## config.mk

```make
export PLATFORM = sky130hd
export DESIGN_NAME = epm_rows
export DESIGN_NICKNAME = d
export VERILOG_FILES = /design/src/hw/rtl/epm_pkg.sv /design/src/hw/rtl/epm_rows.sv
export SDC_FILE = /design/constraint.sdc
export NUM_CORES = 1
export LEC_CHECK = 0
export BUFFER_PORTS_ARGS = -buffer_cell sky130_fd_sc_hd__buf_2
export CAP_MARGIN = 10
export CORE_AREA = 5 5 197 199
export CTS_CLUSTER_DIAMETER = 50
export DETAILED_ROUTE_END_ITERATION = 8
export DIE_AREA = 0 0 202 204
export GPL_TIMING_DRIVEN = 0
export MAX_ROUTING_LAYER = met4
export PLACE_DENSITY = 0.71
export SETUP_SLACK_MARGIN = 0.1
export SYNTH_ARGS = -nofsm -noshare
export SYNTH_HDL_FRONTEND = slang
export SYNTH_SLANG_ARGS = --single-unit
```

## constraint.sdc

```tcl
create_clock -name clk -period 4.9 [get_ports clk]
set_clock_uncertainty 0.2 [all_clocks]
set_input_delay 1.47 -clock clk [delete_from_list [all_inputs] [get_ports clk]]
set_output_delay 1.47 -clock clk [all_outputs]
set_load 0.02 [all_outputs]
```

## src/hw/rtl/epm_pkg.sv

```systemverilog
// epm_pkg: shared constants, types and arithmetic helpers for the euler pose block
// depends on nothing; imported by every module in hw/rtl
package epm_pkg;

	// cordic length, at most 24
	localparam int CORDIC_STEPS = 16;

	// fixed-point angle constants in Q.30
	localparam logic signed [34:0] Q30_PI      = 35'sd3373259426;
	localparam logic signed [34:0] Q30_TWO_PI  = 35'sd6746518852;
	localparam logic signed [34:0] Q30_HALF_PI = 35'sd1686629713;
	localparam logic signed [32:0] Q30_GAIN    = 33'sd652032874;

	// Q16.16 one and row codes
	localparam logic [31:0] Q16_ONE  = 32'h0001_0000;
	localparam logic [1:0]  ROW_FIRST = 2'd0;
	localparam logic [1:0]  ROW_LAST  = 2'd3;

	// rotation matrix and translation of one item
	typedef struct packed {
		logic [2:0][2:0][31:0] m;
		logic [31:0]           tx;
		logic [31:0]           ty;
		logic [31:0]           tz;
	} pose_mat_t;

	// arctangent of 2^-i in Q.30, truncated
	function automatic logic [31:0] atan_q30(input logic [4:0] i);
		logic [31:0] r;
		unique case (i)
			5'd0:  r = 32'h3243F6A8;
			5'd1:  r = 32'h1DAC6705;
			5'd2:  r = 32'h0FADBAFC;
			5'd3:  r = 32'h07F56EA6;
			5'd4:  r = 32'h03FEAB76;
			5'd5:  r = 32'h01FFD55B;
			5'd6:  r = 32'h00FFFAAA;
			5'd7:  r = 32'h007FFF55;
			5'd8:  r = 32'h003FFFEA;
			5'd9:  r = 32'h001FFFFD;
			5'd10: r = 32'h000FFFFF;
			5'd11: r = 32'h0007FFFF;
			5'd12: r = 32'h0003FFFF;
			5'd13: r = 32'h0001FFFF;
			5'd14: r = 32'h0000FFFF;
			5'd15: r = 32'h00007FFF;
			5'd16: r = 32'h00003FFF;
			5'd17: r = 32'h00001FFF;
			5'd18: r = 32'h00000FFF;
			5'd19: r = 32'h000007FF;
			5'd20: r = 32'h000003FF;
			5'd21: r = 32'h000001FF;
			5'd22: r = 32'h000000FF;
			5'd23: r = 32'h0000007F;
			default: r = 32'h0;
		endcase
		return r;
	endfunction

	// round a Q.60 product back to Q.30
	function automatic logic signed [31:0] rnd30(input logic signed [63:0] p);
		logic signed [63:0] t;
		t = (p + 64'sd536870912) >>> 30;
		return t[31:0];
	endfunction

	// round a Q.30 value to Q16.16
	function automatic logic [31:0] to_q16(input logic signed [32:0] v);
		logic signed [32:0] t;
		t = (v + 33'sd8192) >>> 14;
		return t[31:0];
	endfunction

endpackage

```

## src/hw/rtl/epm_rows.sv

```systemverilog
// epm_rows: holds one finished matrix and sends it out one row per cycle
// depends on epm_pkg
module epm_rows import epm_pkg::*; (
	input  logic        clk,
	input  logic        arst_n,
	input  logic        in_valid,
	input  pose_mat_t   mat,
	output logic        done,
	output logic [1:0]  row_number,
	output logic [31:0] col0_value,
	output logic [31:0] col1_value,
	output logic [31:0] col2_value,
	output logic [31:0] col3_value,
	output logic        last_row
);

	pose_mat_t   mat_q;
	logic [1:0]  row_q;
	logic        done_q;
	logic        last_q;
	logic [1:0]  next_row;
	logic [31:0] c0_q, c1_q, c2_q, c3_q;

	assign next_row = row_q + 2'd1;

	// row sequencing
	always_ff @(posedge clk or negedge arst_n) begin
		if (!arst_n) begin
			done_q <= 1'b0;
			row_q  <= ROW_FIRST;
			last_q <= 1'b0;
		end else if (in_valid) begin
			done_q <= 1'b1;
			row_q  <= ROW_FIRST;
			last_q <= 1'b0;
		end else if (done_q && row_q != ROW_LAST) begin
			done_q <= 1'b1;
			row_q  <= next_row;
			last_q <= (next_row == ROW_LAST);
		end else begin
			done_q <= 1'b0;
			last_q <= 1'b0;
		end
	end

	// row payload
	always_ff @(posedge clk) begin
		if (in_valid) begin
			mat_q <= mat;
			c0_q  <= mat.m[0][0];
			c1_q  <= mat.m[0][1];
			c2_q  <= mat.m[0][2];
			c3_q  <= '0;
		end else begin
			unique case (next_row)
				2'd1: begin
					c0_q <= mat_q.m[1][0];
					c1_q <= mat_q.m[1][1];
					c2_q <= mat_q.m[1][2];
					c3_q <= '0;
				end
				2'd2: begin
					c0_q <= mat_q.m[2][0];
					c1_q <= mat_q.m[2][1];
					c2_q <= mat_q.m[2][2];
					c3_q <= '0;
				end
				2'd3: begin
					c0_q <= mat_q.tx;
					c1_q <= mat_q.ty;
					c2_q <= mat_q.tz;
					c3_q <= Q16_ONE;
				end
				default: begin
					c0_q <= c0_q;
					c1_q <= c1_q;
					c2_q <= c2_q;
					c3_q <= c3_q;
				end
			endcase
		end
	end

	assign done       = done_q;
	assign row_number = row_q;
	assign col0_value = c0_q;
	assign col1_value = c1_q;
	assign col2_value = c2_q;
	assign col3_value = c3_q;
	assign last_row   = last_q;

endmodule

```

==> impl_results.md <==
* Outcome: finished, final reports clean
* Grt peak-use layer: met2
* Post-CTS Resized at 0
* Critical path launch point: in_valid
* Synth warnings at 0
* Die area at 41,200 µm²
* Crit path largest cell delay at 400 ps
* Gpl congestion at 0.893
* Met1 usage at 23.2%
* Sequential area share after synthesis at 81.0%
* Final wirelength at 42.7 mm
* Area Overhead vs Synth at 32.8%
* Min-delay src: col3_value[16]$_SDFFE_PP0P_
* #FFs+latches synth at 389
* RR Startpoint: row_number[0]$_DFFE_PN0P_
* Critical path buffer and inverter count at 6
* Die Wd at 202 µm
* Total track usage at 20.4%
* CP required at 5100 ps
* Final Slew Violations at 0
* Clock Latency Late Sink at 560 ps
* Final setup viols at 0
* 1st-pass router iterations at 5
* Final Worst Setup Slack at 1150 ps
* Layout Nets at 1,744
* Wire length per cell at 22.8 µm
* Largest net degree at the start of global routing at 125
* Gr ovfl total at 0
* Global-route met2 utilization at 34.1%
* Crit Path Max Fanout at 123
* Clock root buffer: clkbuf_16
* Hold-fix buffers, CTS at 0
* Crit start category: primary input
* Slew @ Worst Pin at 799 ps
* ANT nets after route at 0
* Worst Path Arrival at 3940 ps
* CP cell instances: buf_8, buf_16, buf_6, nand2b_1, buf_2, buf_2, buf_2, o22ai_1, nor2_1
* Share of layout cells above drive strength 1 at 47.6%
* Ports at 519
* Vias in the first global route at 9,910
* Via count at 9,603
* Initial DRC Count at 756
* Design Power at 11,000 µW
* Die height at 204 µm
* Setup crit end kind: flip-flop
* Synthesized cell area at 14,400 µm²
* M3 GR Usage at 7.58%
* Highest Clock Rate at 267 MHz
* First-pass GRT wire length at 61.2 mm
* H-tree Lvls at 2
* Residual DRC at 0
* Post-CTS Setup Bufs at 0
* Worst slack, placed at 562 ps
* Min Clock Period, post-route at 3750 ps
* Core Area at 37,000 µm²
* TritonCTS buffer count at 45
* Via-per-instance ratio at 5.12
* Syn avg cell area at 18.3 µm²
* Slew headroom at 46.7%
* Starting Density at 38.8%
* PwrDens at 574 nW/µm²
* Post-synthesis instance total at 786
* IO Port Bufs at 487
* RSZ-0062 raised after global routing: false
* Final hold violation count at 0
* CTS Sinks at 389
* Initial antenna violation count at 17
* CP Class: primary input to flip-flop
* Pleak at 0.00769 µW
* Slowest CP cell: buf_16
* CTS clock-pin slew for the worst setup and hold paths at 50 ps
* Dpl hpwl at 30.6 mm
* HP Class: flip-flop to flip-flop
* Most used cell, CP: buf_2
* VDD IR max at 0.000380 V
* Clock tree buffer depth at 3
* CTS tree: done
* Row count at 71
* Synth unique cells at 26
* Final worst path period share at 76.4%
* Top delay family on crit path: buffers and inverters
* Max Cap Viol at 0
## cell usage in the layout, fill, tap and decap left out, types with 16 or more instances in the layout
cell and n:
a221oi_1 56, a221oi_2 40, buf_2 513, buf_4 31, clkbuf_1 25, clkbuf_16 47
conb_1 31, diode_2 16, edfxtp_1 384, nor2_1 98, o22ai_1 95
## stage by stage
| stage | util, % | setup TNS, ps | std cells | hold WS (ps) | area, µm² |
|---|---|---|---|---|---|
| after floorplan | - | 0 | 816 | 333 | 14500 |
| after global placement | 47.3 | -1353350 | 1777 | 279 | 17500 |
| after global routing | 51.5 | 0 | 1874 | 377 | 19100 |
| after CTS | 51.4 | 0 | 1860 | 304 | 19100 |
| after detailed placement | 47.6 | 0 | 1780 | 289 | 17600 |
| final | 51.6 | 0 | 1876 | 296 | 19100 |
## final cells by class
cell class | count | area, µm²
plain buffers | 86 | 518
inverters | 4 | 15.0
multi-input cells | 337 | 2310
repair buffers | 490 | 2530
flip-flops and latches | 389 | 11700
clock buffers | 52 | 1190
diodes | 16 | 40.0
clock inverters | 28 | 244
fillers | 3065 | 17900
well taps | 474 | 593
## flip-flops by register name, indices dropped and copies added (netlist names)
name        count
col0_value     32
row_number      2
mat_q         288
col2_value     32
col3_value      1
last_row        1
col1_value     32
done            1
## kinds of logic (layout without fill, tap and decap cells)
| family | count (synthesis) | count (layout) | share of synthesized area [%] |
|---|---|---|---|
| xor+xnor | 2 | 2 | 0.122 |
| fa+ha+maj | 4 | 4 | 0.348 |
| other cells | 1 | 47 | 0.0261 |
| mux | 2 | 2 | 0.139 |
| compound gates | 193 | 193 | 11.8 |
| flops | 389 | 389 | 81.0 |
| simple gates | 105 | 105 | 2.84 |
| buf+inv | 90 | 660 | 3.71 |
## worst paths after layout
check | end | slack, ps | cells after the start
setup reg to reg | col1_value[13]$_DFFE_PP_ | 1770 | 6
hold reg to reg | col3_value[16]$_SDFFE_PP0P_ | 300 | 2
setup / recovery | col0_value[0]$_DFFE_PP_ | 1150 | 9
min in group asynchronous | done$_DFF_PN0_ | 510 | 1
hold / removal | col3_value[16]$_SDFFE_PP0P_ | 300 | 2
max in group asynchronous | last_row$_DFF_PN0_ | 3870 | 1
## where the power goes
group	leakage (µW)	switching, µW	internal, µW
registers	0.00385	202	4540
logic	0.00314	2050	917
clock network	0.000702	1330	1910
## per-layer routing
layer	vias up	wire length (µm)
met4	0	1040
met5	-	0
met1	4621	15300
met3	72	4670
met2	571	21700
li1	4339	-
## worst min-delay path, cell delays in order (launching register included)
cell and delay (ps):
dfxtp_1 320, mux2i_1 70, nor2_1 70
## cells in the mapped netlist, drive strengths merged
cell    number  area, µm²
or2          1       6.26
nand2b       2       12.5
clkbuf      20       75.1
xnor2        1       8.76
or3          1       6.26
ha           4       50.1
inv          4       15.0
dfrtp        4        100
conb         1       3.75
a21oi        1       5.00
a221oi      96       1090
nand2        2       7.51
xor2         1       8.76
o22ai       95        594
o21ai        1       5.00
nor3b        1       7.51
nor2        98        368
buf         66        443
dfxtp        1       20.0
edfxtp     384      11500
mux2i        2       20.0
No activity file was read; power rests on OpenSTA's default activity.
