===== config.mk =====
export PLATFORM = sky130hd
export DESIGN_NAME = epm_sincos
export DESIGN_NICKNAME = d
export VERILOG_FILES = /design/src/hw/rtl/epm_pkg.sv /design/src/hw/rtl/epm_sincos.sv
export SDC_FILE = /design/constraint.sdc
export NUM_CORES = 2
export LEC_CHECK = 0
export BUFFER_PORTS_ARGS = -buffer_cell sky130_fd_sc_hd__buf_2
export CORE_MARGIN = 2
export CORE_UTILIZATION = 25
export DETAILED_ROUTE_END_ITERATION = 10
export SYNTH_ARGS = -nofsm -noshare
export SYNTH_HDL_FRONTEND = slang
export SYNTH_SLANG_ARGS = --single-unit

===== constraint.sdc =====
create_clock -name clk -period 9.51 [get_ports clk]
set_clock_uncertainty 0.2 [all_clocks]
set_input_delay 0.4755 -clock clk [delete_from_list [all_inputs] [get_ports clk]]
set_output_delay 0.4755 -clock clk [all_outputs]
set_load 0.03 [all_outputs]

===== src/hw/rtl/epm_pkg.sv =====
// epm_pkg: shared constants, types and arithmetic helpers for the euler pose block
// depends on nothing; imported by every module in hw/rtl
package epm_pkg;

	// cordic length, at most 24
	localparam int CORDIC_STEPS = 16;

	// fixed-point angle constants in Q.30
	localparam logic signed [34:0] Q30_PI      = 35'sd3373259426;
	localparam logic signed [34:0] Q30_TWO_PI  = 35'sd6746518852;
	localparam logic signed [34:0] Q30_HALF_PI = 35'sd1686629713;
	localparam logic signed [32:0] Q30_GAIN    = 33'sd652032874;

	// Q16.16 one and row codes
	localparam logic [31:0] Q16_ONE  = 32'h0001_0000;
	localparam logic [1:0]  ROW_FIRST = 2'd0;
	localparam logic [1:0]  ROW_LAST  = 2'd3;

	// rotation matrix and translation of one item
	typedef struct packed {
		logic [2:0][2:0][31:0] m;
		logic [31:0]           tx;
		logic [31:0]           ty;
		logic [31:0]           tz;
	} pose_mat_t;

	// arctangent of 2^-i in Q.30, truncated
	function automatic logic [31:0] atan_q30(input logic [4:0] i);
		logic [31:0] r;
		unique case (i)
			5'd0:  r = 32'h3243F6A8;
			5'd1:  r = 32'h1DAC6705;
			5'd2:  r = 32'h0FADBAFC;
			5'd3:  r = 32'h07F56EA6;
			5'd4:  r = 32'h03FEAB76;
			5'd5:  r = 32'h01FFD55B;
			5'd6:  r = 32'h00FFFAAA;
			5'd7:  r = 32'h007FFF55;
			5'd8:  r = 32'h003FFFEA;
			5'd9:  r = 32'h001FFFFD;
			5'd10: r = 32'h000FFFFF;
			5'd11: r = 32'h0007FFFF;
			5'd12: r = 32'h0003FFFF;
			5'd13: r = 32'h0001FFFF;
			5'd14: r = 32'h0000FFFF;
			5'd15: r = 32'h00007FFF;
			5'd16: r = 32'h00003FFF;
			5'd17: r = 32'h00001FFF;
			5'd18: r = 32'h00000FFF;
			5'd19: r = 32'h000007FF;
			5'd20: r = 32'h000003FF;
			5'd21: r = 32'h000001FF;
			5'd22: r = 32'h000000FF;
			5'd23: r = 32'h0000007F;
			default: r = 32'h0;
		endcase
		return r;
	endfunction

	// round a Q.60 product back to Q.30
	function automatic logic signed [31:0] rnd30(input logic signed [63:0] p);
		logic signed [63:0] t;
		t = (p + 64'sd536870912) >>> 30;
		return t[31:0];
	endfunction

	// round a Q.30 value to Q16.16
	function automatic logic [31:0] to_q16(input logic signed [32:0] v);
		logic signed [32:0] t;
		t = (v + 33'sd8192) >>> 14;
		return t[31:0];
	endfunction

endpackage


===== src/hw/rtl/epm_sincos.sv =====
// epm_sincos: range reduction and pipelined cordic giving sine and cosine of one angle
// depends on epm_pkg
module epm_sincos import epm_pkg::*; (
	input  logic               clk,
	input  logic               arst_n,
	input  logic               in_valid,
	input  logic signed [15:0] angle,
	output logic               out_valid,
	output logic signed [31:0] sin_val,
	output logic signed [31:0] cos_val
);

	logic signed [34:0] z_in;
	logic signed [34:0] zw_s1;
	logic               v_s1;
	logic signed [32:0] zr_s2;
	logic               neg_s2;
	logic               v_s2;

	logic signed [32:0] x_s3 [CORDIC_STEPS+1];
	logic signed [32:0] y_s3 [CORDIC_STEPS+1];
	logic signed [32:0] z_s3 [CORDIC_STEPS+1];
	logic               neg_s3 [CORDIC_STEPS+1];
	logic               v_s3 [CORDIC_STEPS+1];

	logic signed [31:0] sin_s4;
	logic signed [31:0] cos_s4;
	logic               v_s4;

	// scale Q4.12 to Q.30
	assign z_in = {{1{angle[15]}}, angle, 18'b0};

	// wrap into (-pi, pi]
	always_ff @(posedge clk) begin
		if (z_in > Q30_PI) begin
			zw_s1 <= z_in - Q30_TWO_PI;
		end else if (z_in <= -Q30_PI) begin
			zw_s1 <= z_in + Q30_TWO_PI;
		end else begin
			zw_s1 <= z_in;
		end
	end

	// fold into [-pi/2, pi/2], remember the sign flip
	always_ff @(posedge clk) begin
		if (zw_s1 > Q30_HALF_PI) begin
			zr_s2  <= 33'(zw_s1 - Q30_PI);
			neg_s2 <= 1'b1;
		end else if (zw_s1 < -Q30_HALF_PI) begin
			zr_s2  <= 33'(zw_s1 + Q30_PI);
			neg_s2 <= 1'b1;
		end else begin
			zr_s2  <= zw_s1[32:0];
			neg_s2 <= 1'b0;
		end
	end

	// cordic seed
	assign x_s3[0]   = Q30_GAIN;
	assign y_s3[0]   = '0;
	assign z_s3[0]   = zr_s2;
	assign neg_s3[0] = neg_s2;
	assign v_s3[0]   = v_s2;

	// one rotation per stage
	for (genvar i = 0; i < CORDIC_STEPS; i++) begin : g_step
		localparam logic signed [32:0] ATAN = {1'b0, atan_q30(5'(i))};
		always_ff @(posedge clk) begin
			if (!z_s3[i][32]) begin
				x_s3[i+1] <= x_s3[i] - (y_s3[i] >>> i);
				y_s3[i+1] <= y_s3[i] + (x_s3[i] >>> i);
				z_s3[i+1] <= z_s3[i] - ATAN;
			end else begin
				x_s3[i+1] <= x_s3[i] + (y_s3[i] >>> i);
				y_s3[i+1] <= y_s3[i] - (x_s3[i] >>> i);
				z_s3[i+1] <= z_s3[i] + ATAN;
			end
			neg_s3[i+1] <= neg_s3[i];
		end
		always_ff @(posedge clk or negedge arst_n) begin
			if (!arst_n) begin
				v_s3[i+1] <= 1'b0;
			end else begin
				v_s3[i+1] <= v_s3[i];
			end
		end
	end

	// apply the sign flip from folding
	always_ff @(posedge clk) begin
		if (neg_s3[CORDIC_STEPS]) begin
			sin_s4 <= 32'(-y_s3[CORDIC_STEPS]);
			cos_s4 <= 32'(-x_s3[CORDIC_STEPS]);
		end else begin
			sin_s4 <= y_s3[CORDIC_STEPS][31:0];
			cos_s4 <= x_s3[CORDIC_STEPS][31:0];
		end
	end

	// valid bits
	always_ff @(posedge clk or negedge arst_n) begin
		if (!arst_n) begin
			v_s1 <= 1'b0;
			v_s2 <= 1'b0;
			v_s4 <= 1'b0;
		end else begin
			v_s1 <= in_valid;
			v_s2 <= v_s1;
			v_s4 <= v_s3[CORDIC_STEPS];
		end
	end

	assign out_valid = v_s4;
	assign sin_val   = sin_s4;
	assign cos_val   = cos_s4;

endmodule


==> summary.txt <==
Run status
  – Run status: finished, final reports clean

Synthesis
  – Top cell type's share of synthesized area: 27.5%
  – Simple-gate area share of the yosys netlist: 14.9%
  – XOR/XNOR share of the synthesized area: 14.6%
  – Post-Synth Adder-Cell Area: 16.5%
  – Synth cell count leaders: 1,542 x dfxtp_1, 1,414 x ha_1, 1,380 x a21oi_1
  – Register area share after synthesis: 28.0%
  – Number of cells produced by synthesis: 13,100
  – Syn_area_per_cell: 8.54 um^2
  – Top post-synthesis cells by area: dfxtp_1 28%, ha_1 16%, xnor2_1 9.9%
  – Async SR Flop Fraction: 1.22%
  – Cell taking the most area after synthesis: dfxtp_1
  – Netlist cell types: 101
  – Number of synthesized flops with an enable pin: 0
  – Post-synth top flop: dfxtp_1
  – Mux contribution to synthesized area: 1.16%
  – Seq cells post-synth: 1,561
  – Largest family of logic cells by synthesized area: compound AO/OA/AOI/OAI gates
  – Most numerous cell in the Yosys netlist: dfxtp_1
  – Mapped Area: 0.112 mm^2
  – Syn_nets: 14,600
  – Synth Warn #: 0
  – Synth Area in Compound Gates: 22.3%

STA
  – Worst Max-Slew Pin Slew: 1.30 ns
  – Fin Setup TNS: 0 ns
  – Setup-failing EPs final: 0
  – Fin. Hold Viols: 0
  – Min Tclk post-route: 5.40 ns
  – Slew Viols, Final: 0
  – Slew HR: 12.2%
  – Fmax: 0.185 GHz
  – RSZ-0062 raised after global routing: no
  – Final period util: 56.8%

Placed design
  – Cell Area, Placed: 0.119 mm^2
  – Placed insts: 19,000
  – HPWL after DPL: 233,000 um
  – IO buf count: 83
  – Gpl congestion: 0.896

Worst setup path
  – CP cell instances: buf_4, inv_1, o21ai_0, xor2_1, ha_1, o21a_1, a2111oi_0, o31ai_1, a221o_1, a21oi_1, o21ai_1, a2111oi_0, nor3_1, xor2_1
  – Worst setup path start: z_s3[197]$_DFF_P_
  – CP Capture Type: register
  – Worst Path Required: 9.99 ns
  – CP max stage delay: 0.65 ns
  – Setup crit start kind: register
  – Worst Setup EP: y_s3[154]$_DFF_P_
  – WS Path Type: reg -> reg
  – Crit path max-delay cell type: a2111oi_0
  – Cells on worst reg2reg path: 14
  – WP data arrival: 5.89 ns
  – Worst R2R Setup Slack: 4.11 ns
  – Crit Path Max Fanout: 79
  – Capture point of the worst reg-to-reg path: y_s3[154]$_DFF_P_
  – Worst r2r src: z_s3[197]$_DFF_P_

Finish
  – Fin nets: 14,700
  – Layout cells sized above 1: 4.37%
  – Post-Layout Cell Count: 19,300
  – Final Cell Area: 0.126 mm^2
  – Core Util, Final: 28.2%
  – Area Growth Syn to Fin: 12.2%

Global routing
  – GRT met2 Usage: 21.7%
  – First-pass GRT wire length: 463,000 um
  – GR Util All Layers: 12.3%
  – Initial antenna violation count: 4
  – Vias in the first global route: 87,900
  – GRT busiest layer: met2
  – Largest net degree at the start of global routing: 80
  – Met1 usage: 15.2%
  – M3 GR Usage: 1.36%
  – GR Overflow Total: 0

Worst hold path
  – Hold Path Stages: 0
  – HP Class: reg -> reg

Routing
  – DRC: 0
  – Routed WL: 288,000 um
  – DR vias: 92,300
  – ANT nets after route: 0
  – Vias per inst: 4.78
  – Initial drt markers: 4,974
  – Wirelength per Cell: 14.9 um
  – DR pass1 iterations: 6

Clock tree
  – Clock slew at reported path FFs: 0.06 ns
  – CTS buffer count: 177
  – Resize count post-CTS: 0
  – Clk root buf: clkbuf_16
  – TritonCTS Sinks: 1,561
  – CTS tree: yes
  – Post-CTS Setup Bufs: 0
  – Clock buffer depth: 4
  – Hold Buf Count CTS: 31
  – H-tree depth: 4
  – Worst-Skew Late Latency: 0.90 ns

Floorplan
  – CORE AREA: 0.446 mm^2
  – Site Rows: 245
  – Die Height: 674 um
  – Chip width: 674 um
  – Die area: 0.454 mm^2
  – Starting Density: 25.1%
  – Ports: 84

Job
  – Max-Cap Viols: 0
==> routing by layer <==
metal / part of all wire [%] / routed length, um
met3: 3.4 / 9720
met5: 0.0080 / 23
met2: 48 / 137000
met1: 45 / 131000
met4: 3.7 / 10700
==> logic make-up after synthesis <==
group,Yosys count
compound gates,3916
xor+xnor,1865
fa+ha+maj,1454
buf+inv,774
flops,1561
mux,123
other cells,1
simple gates,3438
==> cell usage in the layout, fill, tap and decap left out, types with 38 or more instances in the layout <==
cell and instances:
dfxtp_1 1528, ha_1 1414, a21oi_1 1380, xnor2_1 1264, nor2_1 1129, nand2_1 626
xor2_1 600, o21ai_0 599, a21o_1 578, inv_1 577, nor3_1 386, o21a_1 228
nand3_1 227, nand2b_1 181, clkbuf_16 181, a31oi_1 156, o21bai_1 154, and3_1 148
nor2b_1 145, a211oi_1 111, nand4_1 90, nor4_1 87, o31ai_1 87, or3_1 85
buf_2 83, and2_1 81, mux2i_1 72, o211ai_1 60, a21boi_0 54, nor3b_1 51
mux2_2 51, o31a_1 45, or2_2 44, a211o_1 43, fa_1 40, or4_1 39
o41ai_1 38
==> stage by stage <==
stage               hold WS (ns)  setup slack [ns]
floorplan                -0.0201              4.50
global placement           0.113              4.23
detailed placement         0.112              4.25
CTS                        0.128              4.16
global route               0.134              3.72
finish                     0.127              4.11
==> worst max-delay path, delay by kind of cell, from the launching register on <==
family                   cells  cell delay, ns
AND/OR/NAND/NOR              1            0.13
flip-flops                   1            0.31
AO/OA/AOI/OAI                8            2.71
adder cells (fa/ha/maj)      1            0.31
XOR/XNOR                     2            0.34
buffers and inverters        2            1.18
==> how the worst min path moves through the flow <==
| stage | startpoint | slack (ns) | to |
|---|---|---|---|
| 3_5_place_dp | neg_s3[6]$_DFF_P_ | 0.11 | neg_s3[5]$_DFF_P_ |
| 4_1_cts | angle[14] | 0.13 | zw_s1[34]$_DFF_P_ |
| 2_1_floorplan | arst_n | -0.02 | out_valid$_DFF_PN0_ |
| 6_report | neg_s3[6]$_DFF_P_ | 0.13 | neg_s3[5]$_DFF_P_ |
| 3_3_place_gp | neg_s3[2]$_DFF_P_ | 0.11 | neg_s3[1]$_DFF_P_ |
| 5_1_grt | neg_s3[2]$_DFF_P_ | 0.13 | neg_s3[1]$_DFF_P_ |
==> final cells by class <==
type | count | area [um^2]
Antenna cell | 6 | 15.0
Clock buffer | 229 | 4980
Clock inverter | 84 | 1030
Fill cell | 47500 | 320000
Inverter | 579 | 2170
Multi-Input combinational cell | 10800 | 77900
Sequential cell | 1561 | 31400
Tap cell | 5928 | 7420
Timing Repair Buffer | 150 | 996
==> sequential cells by signal (all words and copies together), names as in the netlist <==
| signal | cells |
|---|---|
| cos_val | 32 |
| neg_s3 | 15 |
| out_valid | 1 |
| sin_val | 32 |
| v_s1 | 1 |
| v_s2 | 1 |
| v_s3 | 16 |
| x_s3 | 473 |
| y_s3 | 495 |
| z_s3 | 449 |
| zr_s2 | 26 |
| zw_s1 | 20 |
Power is left out: the tool's default activity adds up to more than one toggle a clock period on the data nets, which glitch-free logic cannot reach.
